--- src/hdl/fuba_pkg.sv ---
// Shared types and constants for the frame upload buffer allocator.
`default_nettype none
package fuba_pkg;

  localparam int POOL_ENTRIES = 8;
  localparam int IDX_W = (POOL_ENTRIES > 1) ? $clog2(POOL_ENTRIES) : 1;

  localparam int CAP_W = 31;
  localparam int FRAME_W = 32;
  localparam int FIF_W = 4;
  localparam int ALOG_W = 5;
  localparam int BIDX_W = 3;
  localparam int ALU_W = 34;

  localparam logic [ALOG_W-1:0] MIN_ALIGN_LOG2 = 5'd4;
  localparam logic [31:0] MIB_MASK = 32'h000F_FFFF;
  localparam logic [CAP_W-1:0] CAP_MASK = 31'h7FFF_FFFF;

  localparam logic [FIF_W-1:0] FIF_RESET = 4'd2;
  localparam logic [CAP_W-1:0] MIN_BYTES_RESET = 31'd4194304;

  localparam logic [1:0] CFG_FRAMES_IN_FLIGHT = 2'd0;
  localparam logic [1:0] CFG_MIN_BUFFER_BYTES = 2'd1;

  localparam logic MODE_ALLOC = 1'b0;
  localparam logic MODE_MARK = 1'b1;

  localparam logic STATUS_OK = 1'b0;
  localparam logic STATUS_FULL = 1'b1;

  typedef enum logic [3:0] {
    ST_IDLE,
    ST_MARK,
    ST_AGE,
    ST_ROUND,
    ST_FIT,
    ST_CAP,
    ST_MIN,
    ST_FILL,
    ST_DONE
  } state_t;

  typedef struct packed {
    logic               present;
    logic               available;
    logic [FRAME_W-1:0] last_frame;
    logic [CAP_W-1:0]   capacity;
    logic [CAP_W-1:0]   fill;
  } entry_t;

  typedef struct packed {
    logic               mark;
    logic               cap_we;
    logic               fill_we;
    logic [IDX_W-1:0]   idx;
    logic [CAP_W-1:0]   capacity;
    logic [CAP_W-1:0]   fill;
    logic [FRAME_W-1:0] last_frame;
  } pool_wr_t;

  typedef struct packed {
    logic [ALU_W-1:0] a;
    logic [ALU_W-1:0] b;
    logic [ALU_W-1:0] c;
  } alu_op_t;

  typedef struct packed {
    logic [ALU_W-1:0] sum;
    logic             le;
  } alu_res_t;

  typedef struct packed {
    logic              status;
    logic [BIDX_W-1:0] buffer_index;
    logic [CAP_W-1:0]  byte_offset;
    logic              newly_created;
  } result_t;

endpackage
`default_nettype wire

--- src/hdl/frame_upload_buffer_allocator.sv ---
// Top level: configuration registers, sequencer, pool, shared adder and result register.
//
// One item is in work at a time; in_ready is high only while the block is idle. A mark
// item passes through accept, MARK and DONE. An allocate item scans the pool in order
// through one shared 34-bit adder/comparator: AGE alone for an absent or unusable entry,
// AGE and FIT for an entry that may be reused, AGE, ROUND and FIT for one already used
// this frame, then FILL to write the chosen entry, or CAP, MIN and FILL to create a new
// one, and DONE to hand the result to the output register. A finished result waits in
// DONE while the output register holds a result not yet taken; the shared adder and the
// single pool read port set the pace. The result register lets the next item be
// accepted while the previous result waits to be taken.
`default_nettype none
module frame_upload_buffer_allocator (
  input  wire                          clk,
  input  wire                          rst,
  input  wire                          cfg_write,
  input  wire [1:0]                    cfg_index,
  input  wire [fuba_pkg::CAP_W-1:0]    cfg_data,
  input  wire                          in_valid,
  output logic                         in_ready,
  input  wire                          mode,
  input  wire [fuba_pkg::FRAME_W-1:0]  frame_number,
  input  wire [fuba_pkg::CAP_W-1:0]    request_bytes,
  input  wire [fuba_pkg::ALOG_W-1:0]   align_log2,
  output logic                         out_valid,
  input  wire                          out_ready,
  output logic                         status,
  output logic [fuba_pkg::BIDX_W-1:0]  buffer_index,
  output logic [fuba_pkg::CAP_W-1:0]   byte_offset,
  output logic                         newly_created
);

  logic [fuba_pkg::FIF_W-1:0]  frames_in_flight;
  logic [fuba_pkg::CAP_W-1:0]  min_buffer_bytes;

  logic                        out_free;
  logic                        done;
  fuba_pkg::result_t           result;
  logic [fuba_pkg::IDX_W-1:0]  rd_idx;
  fuba_pkg::entry_t            ent;
  fuba_pkg::pool_wr_t          wr;
  fuba_pkg::alu_op_t           alu_op;
  fuba_pkg::alu_res_t          alu_res;

  always_ff @(posedge clk) begin
    if (rst) begin
      frames_in_flight <= fuba_pkg::FIF_RESET;
      min_buffer_bytes <= fuba_pkg::MIN_BYTES_RESET;
    end else if (cfg_write) begin
      unique case (cfg_index)
        fuba_pkg::CFG_FRAMES_IN_FLIGHT: frames_in_flight <= cfg_data[fuba_pkg::FIF_W-1:0];
        fuba_pkg::CFG_MIN_BUFFER_BYTES: min_buffer_bytes <= cfg_data;
        default: ;
      endcase
    end
  end

  fuba_ctrl u_ctrl (
    .clk              (clk),
    .rst              (rst),
    .in_valid         (in_valid),
    .in_ready         (in_ready),
    .mode             (mode),
    .frame_number     (frame_number),
    .request_bytes    (request_bytes),
    .align_log2       (align_log2),
    .frames_in_flight (frames_in_flight),
    .min_buffer_bytes (min_buffer_bytes),
    .out_free         (out_free),
    .done             (done),
    .result           (result),
    .rd_idx           (rd_idx),
    .ent              (ent),
    .wr               (wr),
    .alu_op           (alu_op),
    .alu_res          (alu_res)
  );

  fuba_pool u_pool (
    .clk      (clk),
    .rst      (rst),
    .rd_idx   (rd_idx),
    .rd_entry (ent),
    .wr       (wr)
  );

  fuba_alu u_alu (
    .op  (alu_op),
    .res (alu_res)
  );

  assign out_free = !out_valid || out_ready;

  always_ff @(posedge clk) begin
    if (rst) begin
      out_valid <= 1'b0;
    end else if (done && out_free) begin
      out_valid <= 1'b1;
    end else if (out_ready) begin
      out_valid <= 1'b0;
    end
  end

  always_ff @(posedge clk) begin
    if (done && out_free) begin
      status <= result.status;
      buffer_index <= result.buffer_index;
      byte_offset <= result.byte_offset;
      newly_created <= result.newly_created;
    end
  end

  // one item at a time
  a_busy_after_accept: assert property (@(posedge clk) disable iff (rst)
    in_valid && in_ready |=> !in_ready)
    else $error("accepted a second item while busy");

  a_full_zero: assert property (@(posedge clk) disable iff (rst)
    out_valid && status |-> !newly_created && buffer_index == '0 && byte_offset == '0)
    else $error("pool-full result carries buffer data");

  a_created_at_zero: assert property (@(posedge clk) disable iff (rst)
    out_valid && newly_created |-> byte_offset == '0 && !status)
    else $error("new buffer not served at offset zero");

  a_pool_write_excl: assert property (@(posedge clk) disable iff (rst)
    $countones({wr.mark, wr.cap_we, wr.fill_we}) <= 1)
    else $error("overlapping pool writes");

endmodule
`default_nettype wire

--- src/hdl/fuba_alu.sv ---
// Shared adder and compare unit: sum = a + b, le = (a + b <= c).
`default_nettype none
module fuba_alu (
  input  fuba_pkg::alu_op_t  op,
  output fuba_pkg::alu_res_t res
);

  always_comb begin
    res.sum = op.a + op.b;
    res.le = (res.sum <= op.c);
  end

endmodule
`default_nettype wire

--- src/hdl/fuba_pool.sv ---
// Buffer pool state: presence, availability, last frame, capacity and fill per entry.
`default_nettype none
module fuba_pool (
  input  wire                          clk,
  input  wire                          rst,
  input  wire [fuba_pkg::IDX_W-1:0]    rd_idx,
  output fuba_pkg::entry_t             rd_entry,
  input  fuba_pkg::pool_wr_t           wr
);

  logic [fuba_pkg::POOL_ENTRIES-1:0] present;
  logic [fuba_pkg::POOL_ENTRIES-1:0] available;
  logic [fuba_pkg::FRAME_W-1:0]      last_frame [fuba_pkg::POOL_ENTRIES];
  logic [fuba_pkg::CAP_W-1:0]        capacity [fuba_pkg::POOL_ENTRIES];
  logic [fuba_pkg::CAP_W-1:0]        fill [fuba_pkg::POOL_ENTRIES];

  always_ff @(posedge clk) begin
    if (rst) begin
      present <= '0;
      available <= '0;
    end else begin
      if (wr.mark) begin
        available <= available | present;
      end
      if (wr.cap_we) begin
        present[wr.idx] <= 1'b1;
      end
      if (wr.fill_we) begin
        available[wr.idx] <= 1'b0;
      end
    end
  end

  always_ff @(posedge clk) begin
    if (wr.cap_we) begin
      capacity[wr.idx] <= wr.capacity;
    end
    if (wr.fill_we) begin
      fill[wr.idx] <= wr.fill;
      last_frame[wr.idx] <= wr.last_frame;
    end
  end

  always_comb begin
    rd_entry.present = present[rd_idx];
    rd_entry.available = available[rd_idx];
    rd_entry.last_frame = last_frame[rd_idx];
    rd_entry.capacity = capacity[rd_idx];
    rd_entry.fill = fill[rd_idx];
  end

endmodule
`default_nettype wire

--- src/hdl/fuba_ctrl.sv ---
// Sequencer: scans the pool one entry at a time and drives the shared adder.
`default_nettype none
module fuba_ctrl (
  input  wire                           clk,
  input  wire                           rst,
  input  wire                           in_valid,
  output logic                          in_ready,
  input  wire                           mode,
  input  wire [fuba_pkg::FRAME_W-1:0]   frame_number,
  input  wire [fuba_pkg::CAP_W-1:0]     request_bytes,
  input  wire [fuba_pkg::ALOG_W-1:0]    align_log2,
  input  wire [fuba_pkg::FIF_W-1:0]     frames_in_flight,
  input  wire [fuba_pkg::CAP_W-1:0]     min_buffer_bytes,
  input  wire                           out_free,
  output logic                          done,
  output fuba_pkg::result_t             result,
  output logic [fuba_pkg::IDX_W-1:0]    rd_idx,
  input  fuba_pkg::entry_t              ent,
  output fuba_pkg::pool_wr_t            wr,
  output fuba_pkg::alu_op_t             alu_op,
  input  fuba_pkg::alu_res_t            alu_res
);

  localparam logic [fuba_pkg::IDX_W-1:0] LAST_IDX =
    fuba_pkg::IDX_W'(fuba_pkg::POOL_ENTRIES - 1);

  fuba_pkg::state_t state, state_next;

  logic                          mode_r;
  logic [fuba_pkg::FRAME_W-1:0]  frame_r;
  logic [fuba_pkg::CAP_W-1:0]    size_r;
  logic [fuba_pkg::CAP_W-1:0]    mask_r;
  logic [fuba_pkg::IDX_W-1:0]    idx;
  logic                          free_found;
  logic [fuba_pkg::IDX_W-1:0]    free_idx;
  logic                          same_r;
  logic [31:0]                   rnd;
  logic [31:0]                   capr;
  logic                          res_status;
  logic                          res_created;
  logic [fuba_pkg::CAP_W-1:0]    res_offset;
  logic [fuba_pkg::IDX_W-1:0]    res_idx;

  logic [fuba_pkg::ALOG_W-1:0]   alog_clamped;
  logic                          same;
  logic                          is_last;
  logic                          go_round;
  logic                          go_fit;
  logic                          age_adv;
  logic                          fit_adv;
  logic                          scan_free;
  logic                          scan_end;
  logic [31:0]                   capm;
  logic [fuba_pkg::CAP_W-1:0]    cap_final;

  assign alog_clamped = (align_log2 < fuba_pkg::MIN_ALIGN_LOG2) ?
                        fuba_pkg::MIN_ALIGN_LOG2 : align_log2;

  always_comb begin
    same = ent.present && !ent.available && (ent.last_frame == frame_r);
    is_last = (idx == LAST_IDX);
    go_round = ent.present && same;
    go_fit = ent.present && !same && (ent.available || alu_res.le);
    age_adv = !go_round && !go_fit;
    fit_adv = !alu_res.le;
    scan_free = free_found || ((state == fuba_pkg::ST_AGE) && !ent.present);
    scan_end = is_last && (((state == fuba_pkg::ST_AGE) && age_adv) ||
                           ((state == fuba_pkg::ST_FIT) && fit_adv));
    capm = alu_res.le ? capr : {1'b0, min_buffer_bytes};
    cap_final = capm[31] ? fuba_pkg::CAP_MASK : capm[fuba_pkg::CAP_W-1:0];
  end

  // next state
  always_comb begin
    state_next = state;
    unique case (state)
      fuba_pkg::ST_IDLE: begin
        if (in_valid) begin
          state_next = (mode == fuba_pkg::MODE_MARK) ? fuba_pkg::ST_MARK : fuba_pkg::ST_AGE;
        end
      end
      fuba_pkg::ST_MARK: state_next = fuba_pkg::ST_DONE;
      fuba_pkg::ST_AGE: begin
        if (go_round) begin
          state_next = fuba_pkg::ST_ROUND;
        end else if (go_fit) begin
          state_next = fuba_pkg::ST_FIT;
        end else if (is_last) begin
          state_next = scan_free ? fuba_pkg::ST_CAP : fuba_pkg::ST_DONE;
        end
      end
      fuba_pkg::ST_ROUND: state_next = fuba_pkg::ST_FIT;
      fuba_pkg::ST_FIT: begin
        if (!fit_adv) begin
          state_next = fuba_pkg::ST_FILL;
        end else if (is_last) begin
          state_next = scan_free ? fuba_pkg::ST_CAP : fuba_pkg::ST_DONE;
        end else begin
          state_next = fuba_pkg::ST_AGE;
        end
      end
      fuba_pkg::ST_CAP: state_next = fuba_pkg::ST_MIN;
      fuba_pkg::ST_MIN: state_next = fuba_pkg::ST_FILL;
      fuba_pkg::ST_FILL: state_next = fuba_pkg::ST_DONE;
      fuba_pkg::ST_DONE: begin
        if (out_free) begin
          state_next = fuba_pkg::ST_IDLE;
        end
      end
      default: state_next = fuba_pkg::ST_IDLE;
    endcase
  end

  // outputs: adder operands and pool writes
  always_comb begin
    alu_op = '0;
    wr = '0;
    wr.idx = idx;
    wr.capacity = cap_final;
    wr.fill = alu_res.sum[fuba_pkg::CAP_W-1:0];
    wr.last_frame = frame_r;
    in_ready = 1'b0;
    done = 1'b0;
    unique case (state)
      fuba_pkg::ST_IDLE: in_ready = 1'b1;
      fuba_pkg::ST_MARK: wr.mark = 1'b1;
      fuba_pkg::ST_AGE: begin
        alu_op.a = fuba_pkg::ALU_W'(ent.last_frame);
        alu_op.b = fuba_pkg::ALU_W'(frames_in_flight);
        alu_op.c = fuba_pkg::ALU_W'(frame_r);
      end
      fuba_pkg::ST_ROUND: begin
        alu_op.a = fuba_pkg::ALU_W'(ent.fill);
        alu_op.b = fuba_pkg::ALU_W'(mask_r);
      end
      fuba_pkg::ST_FIT: begin
        alu_op.a = same_r ? fuba_pkg::ALU_W'(rnd) : '0;
        alu_op.b = fuba_pkg::ALU_W'(size_r);
        alu_op.c = fuba_pkg::ALU_W'(ent.capacity);
      end
      fuba_pkg::ST_CAP: begin
        alu_op.a = fuba_pkg::ALU_W'(size_r);
        alu_op.b = fuba_pkg::ALU_W'(fuba_pkg::MIB_MASK);
      end
      fuba_pkg::ST_MIN: begin
        // le means min <= rounded size
        alu_op.a = fuba_pkg::ALU_W'(min_buffer_bytes);
        alu_op.c = fuba_pkg::ALU_W'(capr);
        wr.cap_we = 1'b1;
      end
      fuba_pkg::ST_FILL: begin
        alu_op.a = fuba_pkg::ALU_W'(res_offset);
        alu_op.b = fuba_pkg::ALU_W'(size_r);
        wr.fill_we = 1'b1;
      end
      fuba_pkg::ST_DONE: done = 1'b1;
      default: ;
    endcase
  end

  assign rd_idx = idx;

  always_ff @(posedge clk) begin
    if (rst) begin
      state <= fuba_pkg::ST_IDLE;
    end else begin
      state <= state_next;
    end
  end

  always_ff @(posedge clk) begin
    if (rst) begin
      free_found <= 1'b0;
      res_status <= fuba_pkg::STATUS_OK;
      res_created <= 1'b0;
    end else begin
      if ((state == fuba_pkg::ST_IDLE) && in_valid) begin
        free_found <= 1'b0;
        res_status <= fuba_pkg::STATUS_OK;
        res_created <= 1'b0;
      end
      if ((state == fuba_pkg::ST_AGE) && !ent.present) begin
        free_found <= 1'b1;
      end
      if (scan_end && !scan_free) begin
        res_status <= fuba_pkg::STATUS_FULL;
      end
      if (state == fuba_pkg::ST_MIN) begin
        res_created <= 1'b1;
      end
    end
  end

  always_ff @(posedge clk) begin
    unique case (state)
      fuba_pkg::ST_IDLE: begin
        if (in_valid) begin
          mode_r <= mode;
          frame_r <= frame_number;
          size_r <= request_bytes;
          mask_r <= (fuba_pkg::CAP_W'(1) << alog_clamped) - fuba_pkg::CAP_W'(1);
          idx <= '0;
          res_offset <= '0;
          res_idx <= '0;
        end
      end
      fuba_pkg::ST_AGE: begin
        same_r <= same;
        if (!ent.present && !free_found) begin
          free_idx <= idx;
        end
        if (age_adv && !is_last) begin
          idx <= idx + fuba_pkg::IDX_W'(1);
        end
      end
      fuba_pkg::ST_ROUND: begin
        rnd <= alu_res.sum[31:0] & ~{1'b0, mask_r};
      end
      fuba_pkg::ST_FIT: begin
        if (!fit_adv) begin
          res_offset <= alu_op.a[fuba_pkg::CAP_W-1:0];
          res_idx <= idx;
        end else if (!is_last) begin
          idx <= idx + fuba_pkg::IDX_W'(1);
        end
      end
      fuba_pkg::ST_CAP: begin
        capr <= alu_res.sum[31:0] & ~fuba_pkg::MIB_MASK;
        // point the pool at the free slot before the capacity write
        idx <= free_idx;
      end
      fuba_pkg::ST_MIN: begin
        res_idx <= free_idx;
        res_offset <= '0;
      end
      default: ;
    endcase
  end

  always_comb begin
    result.status = res_status;
    result.newly_created = res_created;
    result.byte_offset = (res_status == fuba_pkg::STATUS_FULL || mode_r == fuba_pkg::MODE_MARK) ?
                         '0 : res_offset;
    result.buffer_index = (res_status == fuba_pkg::STATUS_FULL || mode_r == fuba_pkg::MODE_MARK) ?
                          '0 : fuba_pkg::BIDX_W'(res_idx);
  end

endmodule
`default_nettype wire

--- config.mk ---
export PLATFORM = sky130hd
export DESIGN_NAME = frame_upload_buffer_allocator
export DESIGN_NICKNAME = d
export VERILOG_FILES = /design/src/hdl/fuba_pkg.sv /design/src/hdl/frame_upload_buffer_allocator.sv /design/src/hdl/fuba_alu.sv /design/src/hdl/fuba_pool.sv /design/src/hdl/fuba_ctrl.sv
export SDC_FILE = /design/constraint.sdc
export NUM_CORES = 1
export LEC_CHECK = 0
export ABC_AREA = 1
export ABC_CLOCK_PERIOD_IN_PS = 10900
export BUFFER_PORTS_ARGS = -buffer_cell sky130_fd_sc_hd__buf_2
export CAP_MARGIN = 5
export CORE_ASPECT_RATIO = 0.9
export CORE_MARGIN = 2
export CORE_UTILIZATION = 35
export DETAILED_ROUTE_END_ITERATION = 12
export PLACE_DENSITY = 0.59
export SYNTH_ARGS = -nofsm -noshare
export SYNTH_HDL_FRONTEND = slang
export SYNTH_SLANG_ARGS = --single-unit
export TNS_END_PERCENT = 20
--- constraint.sdc ---
create_clock -name clk -period 10.9 [get_ports clk]
set_clock_uncertainty 0.15 [all_clocks]
set_input_delay 2.725 -clock clk [delete_from_list [all_inputs] [get_ports clk]]
set_output_delay 2.725 -clock clk [all_outputs]
set_load 0.01 [all_outputs]
# Word-level counts from Yosys, hierarchy flattened

Memory sizes are Yosys's and may differ from the RTL's. A register that Yosys moved wholly into a read port is not among the register bits.
Index checks and enable logic that the tools add are counted.

$add $sub $neg: 3
Muxes and demuxes: 54
Reductions and logical operators: 48
Shift-type cells: 1
$lt $le $gt $ge: 4
Bitwise operators: 6
Eq/ne operators: 18

Operator list:

| cell                                                                  | number |
|---|---|
| 34-bit case mux with 6 select lines                                   | 1 |
| 31-bit case mux with 4 select lines                                   | 1 |
| 32-bit case mux with 3 select lines                                   | 1 |
| 31-bit two-way mux                                                    | 3 |
| 31-bit case mux with 3 select lines                                   | 1 |
| 32-bit two-way mux                                                    | 2 |
| 34-bit by 31-bit adder with 34-bit output                             | 1 |
| 34-bit by 32-bit <= comparator with 1-bit output                      | 1 |
| 32-bit bitwise AND                                                    | 1 |
| 32-bit equality test                                                  | 1 |
| 4-bit two-way mux                                                     | 8 |
| 31-bit inverter with 32-bit output                                    | 1 |
| 4-bit case mux with 8 select lines                                    | 1 |
| 1-bit by 5-bit << shifter with 31-bit output, first input constant    | 1 |
| 31-bit by 2-bit subtractor with 31-bit output, second input constant  | 1 |
| 3-bit two-way mux                                                     | 8 |
| 8-bit two-way mux                                                     | 3 |
| 1-bit two-way mux                                                     | 18 |
| 4-bit by 3-bit equality test with 1-bit output, second input constant | 4 |
| 1-bit logical AND                                                     | 16 |
| 8-bit OR                                                              | 2 |
| 3-bit case mux with 4 select lines                                    | 1 |
| 1-bit zero test                                                       | 10 |
| 2-bit inequality test, second input constant                          | 5 |
| other kinds (28)                                                      | 42 |

Memories kept: 3
Bits in writable memories: 752
Register bits after elaboration: 275
Input port bits: 107

Memory list:

| name              | words | width | read ports | clocked after Yosys merged registers in | write ports | RTL line        | source |
|---|---|---|---|---|---|---|---|
| u_pool.last_frame | 8     | 32    | 1          | 1                                       | 1           | fuba_pool.sv:13 | `logic [fuba_pkg::FRAME_W-1:0] last_frame [fuba_pkg::POOL_ENTRIES];` |
| u_pool.capacity   | 8     | 31    | 1          | 1                                       | 1           | fuba_pool.sv:14 | `logic [fuba_pkg::CAP_W-1:0] capacity [fuba_pkg::POOL_ENTRIES];` |
| u_pool.fill       | 8     | 31    | 1          | 1                                       | 1           | fuba_pool.sv:15 | `logic [fuba_pkg::CAP_W-1:0] fill [fuba_pkg::POOL_ENTRIES];` |

# Depth between registers and ports, before layout

Gate-level depths: netlist (run 1).

Depth after elaboration: 15
Gate-level depth with buffers: 46
Depth with buffers taken out: 44

# Modules after synthesis

From an unflattened synthesis (run 1), not the netlist that was laid out.

Cells, all modules: 5426
Area, all modules: 49844.1 um^2

Modules (own cells, without submodules):

| module                        | instances | cells each | area an instance (um^2) |
|---|---|---|---|
| fuba_pool                     | 1         | 3386       | 33669.8 |
| fuba_ctrl                     | 1         | 1179       | 10362.4 |
| fuba_alu                      | 1         | 598        | 3233.1 |
| frame_upload_buffer_allocator | 1         | 263        | 2578.7 |

# Worst setup path before layout (run 1)

OpenSTA, ideal clock, no wires.

Kind: register to register
From: register u_ctrl.state[2]
To: register u_ctrl.res_idx[0] (netlist bit) (enable)
Library setup time: 0.437 ns
Stages on the path, launching flop included: 33
Data arrival time: 7.134 ns
Buffers on the path: 2
Period minus slack after synthesis: 7.720 ns
Setup slack: 3.180 ns
Data required time: 10.313 ns
Path through: dfxtp_1 nor2_1 inv_1 nor2_1 clkbuf_1 nand2_1 nand3_1 ha_1 inv_1 fa_1 inv_1 nand3_1 nand2_1 a21oi_1 o21ai_1 a21boi_0 o21ai_1 a21boi_0 o21ai_2 xor2_1 ha_1 nand4_1 a21oi_1 nor2_1 nand2_1 nand2_1 nand2_1 nand2_1 nand2_1 nand2_1 nand3_1 clkbuf_1 a21oi_1

RTL lines:

| item                     | RTL line         | source |
|---|---|---|
| start: declaration       | fuba_ctrl.sv:27  | `fuba_pkg::state_t state, state_next;` |
| start signal: assignment | fuba_ctrl.sv:165 | `state <= fuba_pkg::ST_IDLE;` |
| start signal: assignment | fuba_ctrl.sv:167 | `state <= state_next;` |
| end signal: assignment   | fuba_ctrl.sv:222 | `res_idx <= idx;` |
| end signal: assignment   | fuba_ctrl.sv:233 | `res_idx <= free_idx;` |
| end: declaration         | fuba_ctrl.sv:42  | `logic [fuba_pkg::IDX_W-1:0] res_idx;` |

==> results of run 1 <==
## cell type report
class	count	share of cell area
antenna	1	0.0000501
clock buffer	134	0.0569
clock inverter	61	0.0108
inverter	257	0.0198
multi-input combinational	2311	0.240
sequential	1030	0.607
tap	1687	0.0422
timing repair buffer	201	0.0235
## cell usage after synthesis, drive strengths merged (32+ instances only)
cell type / n
edfxtp: 968
nor2: 768
o21ai: 541
nand2: 327
inv: 252
clkbuf: 166
nand3: 104
o22ai: 97
a21oi: 96
o221ai: 82
ha: 66
dfxtp: 62
o211ai: 56
buf: 52
xor2: 32
## logic make-up after synthesis
| group | Yosys count | synth area share |
|---|---|---|
| flip-flops | 1030 | 0.688 |
| buffers and inverters | 475 | 0.0440 |
| XOR/XNOR | 48 | 0.00954 |
| AND/OR/NAND/NOR | 1234 | 0.110 |
| other | 1 | 0.0000851 |
| AO/OA/AOI/OAI | 958 | 0.129 |
| adder cells (fa/ha/maj) | 67 | 0.0192 |
## layer usage
metal  up-vias  global-route usage  part of all wire
met5         -                   0          0.000092
met4         2              0.0816             0.041
met3       233              0.0506              0.10
met2      1522               0.312              0.43
met1     15000               0.310              0.43
li1      13900                   -                 -
## metrics by stage
step	instances	instance area [um^2]	worst slack, ps
after floorplan	3816	44100	3180
after global placement	5486	46600	1860
after detailed placement	5486	46600	1760
after CTS	5681	50000	1700
after global routing	5681	50000	921
final	5682	50000	1420
## cells in the final DEF (no fill, tap or decap), types with 5 or more instances in the layout
| cell type | synthesis | routed |
|---|---|---|
| nand2_2 | 3 | 5 |
| o211ai_1 | 50 | 50 |
| xnor2_1 | 16 | 16 |
| o21ai_1 | 74 | 74 |
| o21ai_0 | 463 | 463 |
| clkinvlp_4 | 0 | 5 |
| a31oi_1 | 6 | 6 |
| buf_2 | 19 | 144 |
| a21oi_1 | 96 | 95 |
| o211ai_2 | 6 | 6 |
| nor2_4 | 1 | 21 |
| clkinv_1 | 4 | 31 |
| nor3_1 | 20 | 20 |
| clkbuf_1 | 166 | 23 |
| a22o_1 | 8 | 8 |
| a221o_1 | 16 | 16 |
| ha_1 | 66 | 66 |
| xor2_1 | 32 | 32 |
| clkinv_2 | 0 | 14 |
| nand3_1 | 103 | 103 |
| a211oi_1 | 27 | 27 |
| nand2_1 | 322 | 320 |
| clkbuf_16 | 0 | 109 |
| inv_1 | 247 | 246 |
| o221ai_1 | 82 | 82 |
| a221oi_1 | 6 | 6 |
| nand4_1 | 11 | 11 |
| buf_4 | 11 | 55 |
| o22ai_1 | 97 | 97 |
| dfxtp_1 | 62 | 59 |
| nor2_1 | 764 | 744 |
| edfxtp_1 | 968 | 968 |
| bufinv_16 | 0 | 9 |
## worst paths after layout
path | startpoint | end | slack [ps] | depth (start not counted)
setup reg to reg | u_ctrl.state[2]$_SDFFE_PP0P_ | u_pool.capacity[7][19]$_DFFE_PP_ | 1420 | 33
setup / recovery | u_ctrl.state[2]$_SDFFE_PP0P_ | u_pool.capacity[7][19]$_DFFE_PP_ | 1420 | 33
hold / removal | u_ctrl.res_created$_SDFFE_PP0P_ | newly_created$_DFFE_PP_ | 290 | 0
hold reg to reg | u_ctrl.res_created$_SDFFE_PP0P_ | newly_created$_DFFE_PP_ | 290 | 0
## power breakdown
part | switching (mW) | internal, mW | total [mW]
logic | 3.37 | 0.955 | 4.33
registers | 0.277 | 5.55 | 5.82
clock network | 1.54 | 2.05 | 3.59
total | 5.19 | 8.55 | 13.7
## flip-flops by register name, summed over array words and instances, names as in the netlist, 3 cells and up, named ones only
signal             flops
u_ctrl.res_idx         3
u_pool.fill          248
buffer_index           3
u_ctrl.frame_r        32
u_ctrl.free_idx        3
u_ctrl.state           4
u_ctrl.res_offset     31
u_pool.last_frame    256
u_pool.capacity      248
u_ctrl.rnd            32
u_ctrl.rd_idx          3
min_buffer_bytes      31
u_ctrl.size_r         31
byte_offset           31
frames_in_flight       4
u_ctrl.capr           12
u_ctrl.mask_r         31
u_pool.present         8
u_pool.available       8
==> results.md, run 1 <==
* Status: finished, final reports clean
* WP buf/inv at 6
* Vias at between 30000 and 40000
* Clk sink count at about 1000
* Max stage delay on crit path at about 1000 ps
* WS Path Type: flip-flop to flip-flop
* Worst path arrival time at roughly 9700 ps
* HP Class: flip-flop to flip-flop
* Top-area cell type share of the netlist area at 0.660
* EDFF count, synth at between 900 and 1000
* IO Port Bufs at between 100 and 150
* Ys flop type: edfxtp_1
* Cell repeated most along the worst path: nand2_1
* Cts hold-fix bufs at 0
* Worst-path maximum fanout at 28
* Slowest CP cell: a211oi_1
* Synth top area cells: edfxtp_1, nor2_1, o21ai_0, dfxtp_1, nand2_1
* Flops & latches, synth at 1030
* Reg clk slew, reported paths at about 70 ps
* Drt drc at 0
* Vias per cell at ~5.4
* Antenna Nets Post-Route at 0
* First-pass GRT wire length at 202 mm
* Finished Core Util at 0.400
* Ys async rst share at 0
* # nets final at slightly above 4000
* Max clock buf depth at 3
* GR Util All Layers at 0.215
* Post-synthesis cell type count at between 50 and 60
* Worst setup SP type: flip-flop
* RSZ-0062 raised after global routing: no
* Synth Instances at 3813
* Share of cells above drive strength 1 at 0.100
* Final Total Pwr at between 10 and 15 mW
* Data required, critical path at about 11000 ps
* Die X at approximately 380 um
* Core area at around 0.12 mm^2
* Post-synthesis sequential area ratio at 0.688
* Final Hold Viols at 0
* Drt total wl at roughly 140 mm
* Antenna violations before repair at 5
* Crit. End Element: flip-flop
* CTS Buf Count at about 110
* Post CTS Setup Buffer Count at 0
* Fin crit period at approximately 9500 ps
* Register area at 0.0303 mm^2
* Die area at around 0.13 mm^2
* Peak VDD IR at approximately 0.26 mV
* Largest net degree at the start of global routing at between 150 and 200
* RePlAce Congestion at around 1
* Starting density of the core at 0.353
* Synth Cell Area at approximately 0.044 mm^2
* Endpoints failing setup at 0
* Leakage at roughly 17 nW
* CTS H-tree depth at 3
* GRT overflow at 0
* Family with the most delay on the worst path: compound AO/OA/AOI/OAI gates
* Detailed Route Iter0 Violations at just over 4000
* Hold slack at 287 ps
* Worst-Skew Late Latency at approximately 700 ps
* Slew @ Worst Pin at 1260 ps
* Clk root buf: clkbuf_16
* Area occupied by multi-input gates at between 0.01 and 0.015 mm^2
* TNS Setup at 0 ps
* TritonRoute pass-1 iters at 6
* Max Freq at approximately 110 MHz
* Top-level I/O count at 145
* YS warnings at 0
* Syn Area/Cell at 11.6 um^2
* Slew Viols, Final at 0
* Post-CTS Resized at 0
* Filler cell count at 11900
* Vias in the first global route at about 29000
* P&R area growth vs syn at 13.4%
* Max-cap violations at 0
* Slew HR at 0.159
* Yosys top cell by area: edfxtp_1
* Post-DP HPWL at between 90 and 100 mm
* Final clock period utilization by the worst path at 0.870
* Die height at roughly 340 um
* Routed len/inst at between 20 and 25 um
* CTS tree: built
* Core Rows at 123
* Power per cell area at around 270 mW/mm^2
No activity file was read; power rests on OpenSTA's default activity.
==> run 2: changes to the inputs <==
ABC_CLOCK_PERIOD_IN_PS = 8900   (was 10900)
CORE_ASPECT_RATIO = 0.8   (was 0.9)
clock period = 8.9 ns   (was 10.9 ns; I/O delays follow)
==> results.md, run 2 (synthesis gave the netlist of run 1 again) <==
* Post-CTS Resized at 0
* Detailed Route Iter0 Violations at ~4000
* Starting density of the core at 0.353
* Top flop regs: u_pool.last_frame: 256 flops, u_pool.capacity: 248 flops, u_pool.fill: 248 flops
* P&R area growth vs syn at 13.6%
* Most flops, register: u_pool.last_frame
* Routed len/inst at ~25 um
* Largest net degree at the start of global routing at approximately 170
* Antenna Nets Post-Route at 0
* Crit. End Element: flip-flop
* Hold_sp: u_ctrl.res_created$_SDFFE_PP0P_
* Hold slack at 316 ps
* CTS H-tree depth at 3
* Die height at ~320 um
* Worst-path maximum fanout at 21
* CTS Buf Count at 100
* Final Total Pwr at between 15 and 20 mW
* Slew @ Worst Pin at roughly 1300 ps
* Max Freq at about 120 MHz
* Core area at between 0.1 and 0.15 mm^2
* Worst path arrival time at 8340 ps
* R2r startpoint: u_ctrl.state[2]$_SDFFE_PP0P_
* Antenna violations before repair at 5
* RSZ-0062 raised after global routing: no
* Data required, critical path at between 9000 and 10000 ps
* Slew HR at 0.149
* Power per cell area at between 300 and 400 mW/mm^2
* Clk root buf: clkbuf_16
* Max stage delay on crit path at 560 ps
* Clk sink count at 1030
* Drt drc at 0
* Worst-Skew Late Latency at 730 ps
* GR Util All Layers at 0.217
* HP Class: flip-flop to flip-flop
* Status: finished, final reports clean
* CTS tree: built
* Slew Viols, Final at 0
* Endpoints failing setup at 0
* GRT overflow at 0
* Fin crit period at about 8200 ps
* Die X at around 400 um
* Peak VDD IR at around 0.34 mV
* First-pass GRT wire length at 205 mm
* Drt total wl at around 140 mm
* Die area at between 0.1 and 0.15 mm^2
* Leading cell types in the layout, fill and taps excluded: edfxtp_1, nor2_1, o21ai_0
* Vias in the first global route at between 20000 and 30000
* Cts hold-fix bufs at 0
* Leakage at roughly 18 nW
* IO Port Bufs at between 100 and 150
* Vias at between 30000 and 40000
* Max clock buf depth at 3
* Share of cells above drive strength 1 at 0.108
* TNS Setup at 0 ps
* RePlAce Congestion at 0.960
* Filler cell count at 11800
* Final Hold Viols at 0
* Core Rows at 116
* Cell repeated most along the worst path: nand2_1
* WS Path Type: flip-flop to flip-flop
* TritonRoute pass-1 iters at 7
* Critical path origin: u_ctrl.state[2]$_SDFFE_PP0P_
* Max-cap violations at 0
* Max reg flops at approximately 260
* Final clock period utilization by the worst path at 0.918
* Top-level I/O count at between 100 and 150
* Post CTS Setup Buffer Count at 0
* Vias per cell at roughly 5.5
* Worst setup SP type: flip-flop
* # nets final at 4102
* Post-DP HPWL at 91.5 mm
* Slowest CP cell: clkinv_1
* Reg clk slew, reported paths at approximately 60 ps
* Commonest non-fill, non-tap cell in the layout: edfxtp_1
run 2: cell count changes in the layout (fill, tap and decap cells not counted), moves of 4 or more:
cell / delta
clkinv_2: +7
clkbuf_16: -8
buf_4: +23
buf_12: +4
clkinv_1: -13
run 2: final timing paths:
path	endpoint	slack (ps)	cells after the start
max	u_pool.capacity[3][4]$_DFFE_PP_	730	40
min	newly_created$_DFFE_PP_	320	0
max reg2reg	u_pool.capacity[3][4]$_DFFE_PP_	730	40
min reg2reg	newly_created$_DFFE_PP_	320	0
run 2: through the flow:
stage	utilization	instance area, um^2	instances	setup WS (ps)
after floorplan	-	44100	3816	1180
after global placement	0.375	46800	5478	1160
after detailed placement	0.375	46800	5478	1010
after CTS	0.401	50100	5664	939
after global routing	0.401	50100	5664	159
final	0.401	50100	5667	730
run 2: worst max-delay path, delay by kind of cell, from the launching register on:
family | cells | cell delay (ps)
flip-flops | 1 | 330
AO/OA/AOI/OAI | 9 | 2070
AND/OR/NAND/NOR | 17 | 1880
buffers and inverters | 10 | 2100
adder cells (fa/ha/maj) | 3 | 970
XOR/XNOR | 1 | 220
run 2: where the power goes:
| part | leakage (nW) | switching, mW | internal (mW) |
|---|---|---|---|
| clock | 1.58 | 1.90 | 2.39 |
| sequential | 9.39 | 0.362 | 6.78 |
| combinational | 6.55 | 4.24 | 1.32 |
run 2: per-layer routing:
metal | vias up | wire length (um) | global-route usage
met2 | 1485 | 61500 | 0.318
met3 | 233 | 14900 | 0.0578
met4 | 6 | 4880 | 0.0756
li1 | 13900 | - | -
met1 | 15400 | 61900 | 0.310
met5 | - | 44 | 0
run 2: cell type report:
| type | count | area [um^2] | area share |
|---|---|---|---|
| sequential | 1030 | 30300 | 0.606 |
| antenna | 3 | 7.51 | 0.000150 |
| multi-input combinational | 2311 | 12000 | 0.240 |
| timing repair buffer | 228 | 1430 | 0.0285 |
| tap | 1652 | 2070 | 0.0413 |
| clock buffer | 127 | 2660 | 0.0530 |
| clock inverter | 59 | 602 | 0.0120 |
| inverter | 257 | 988 | 0.0197 |
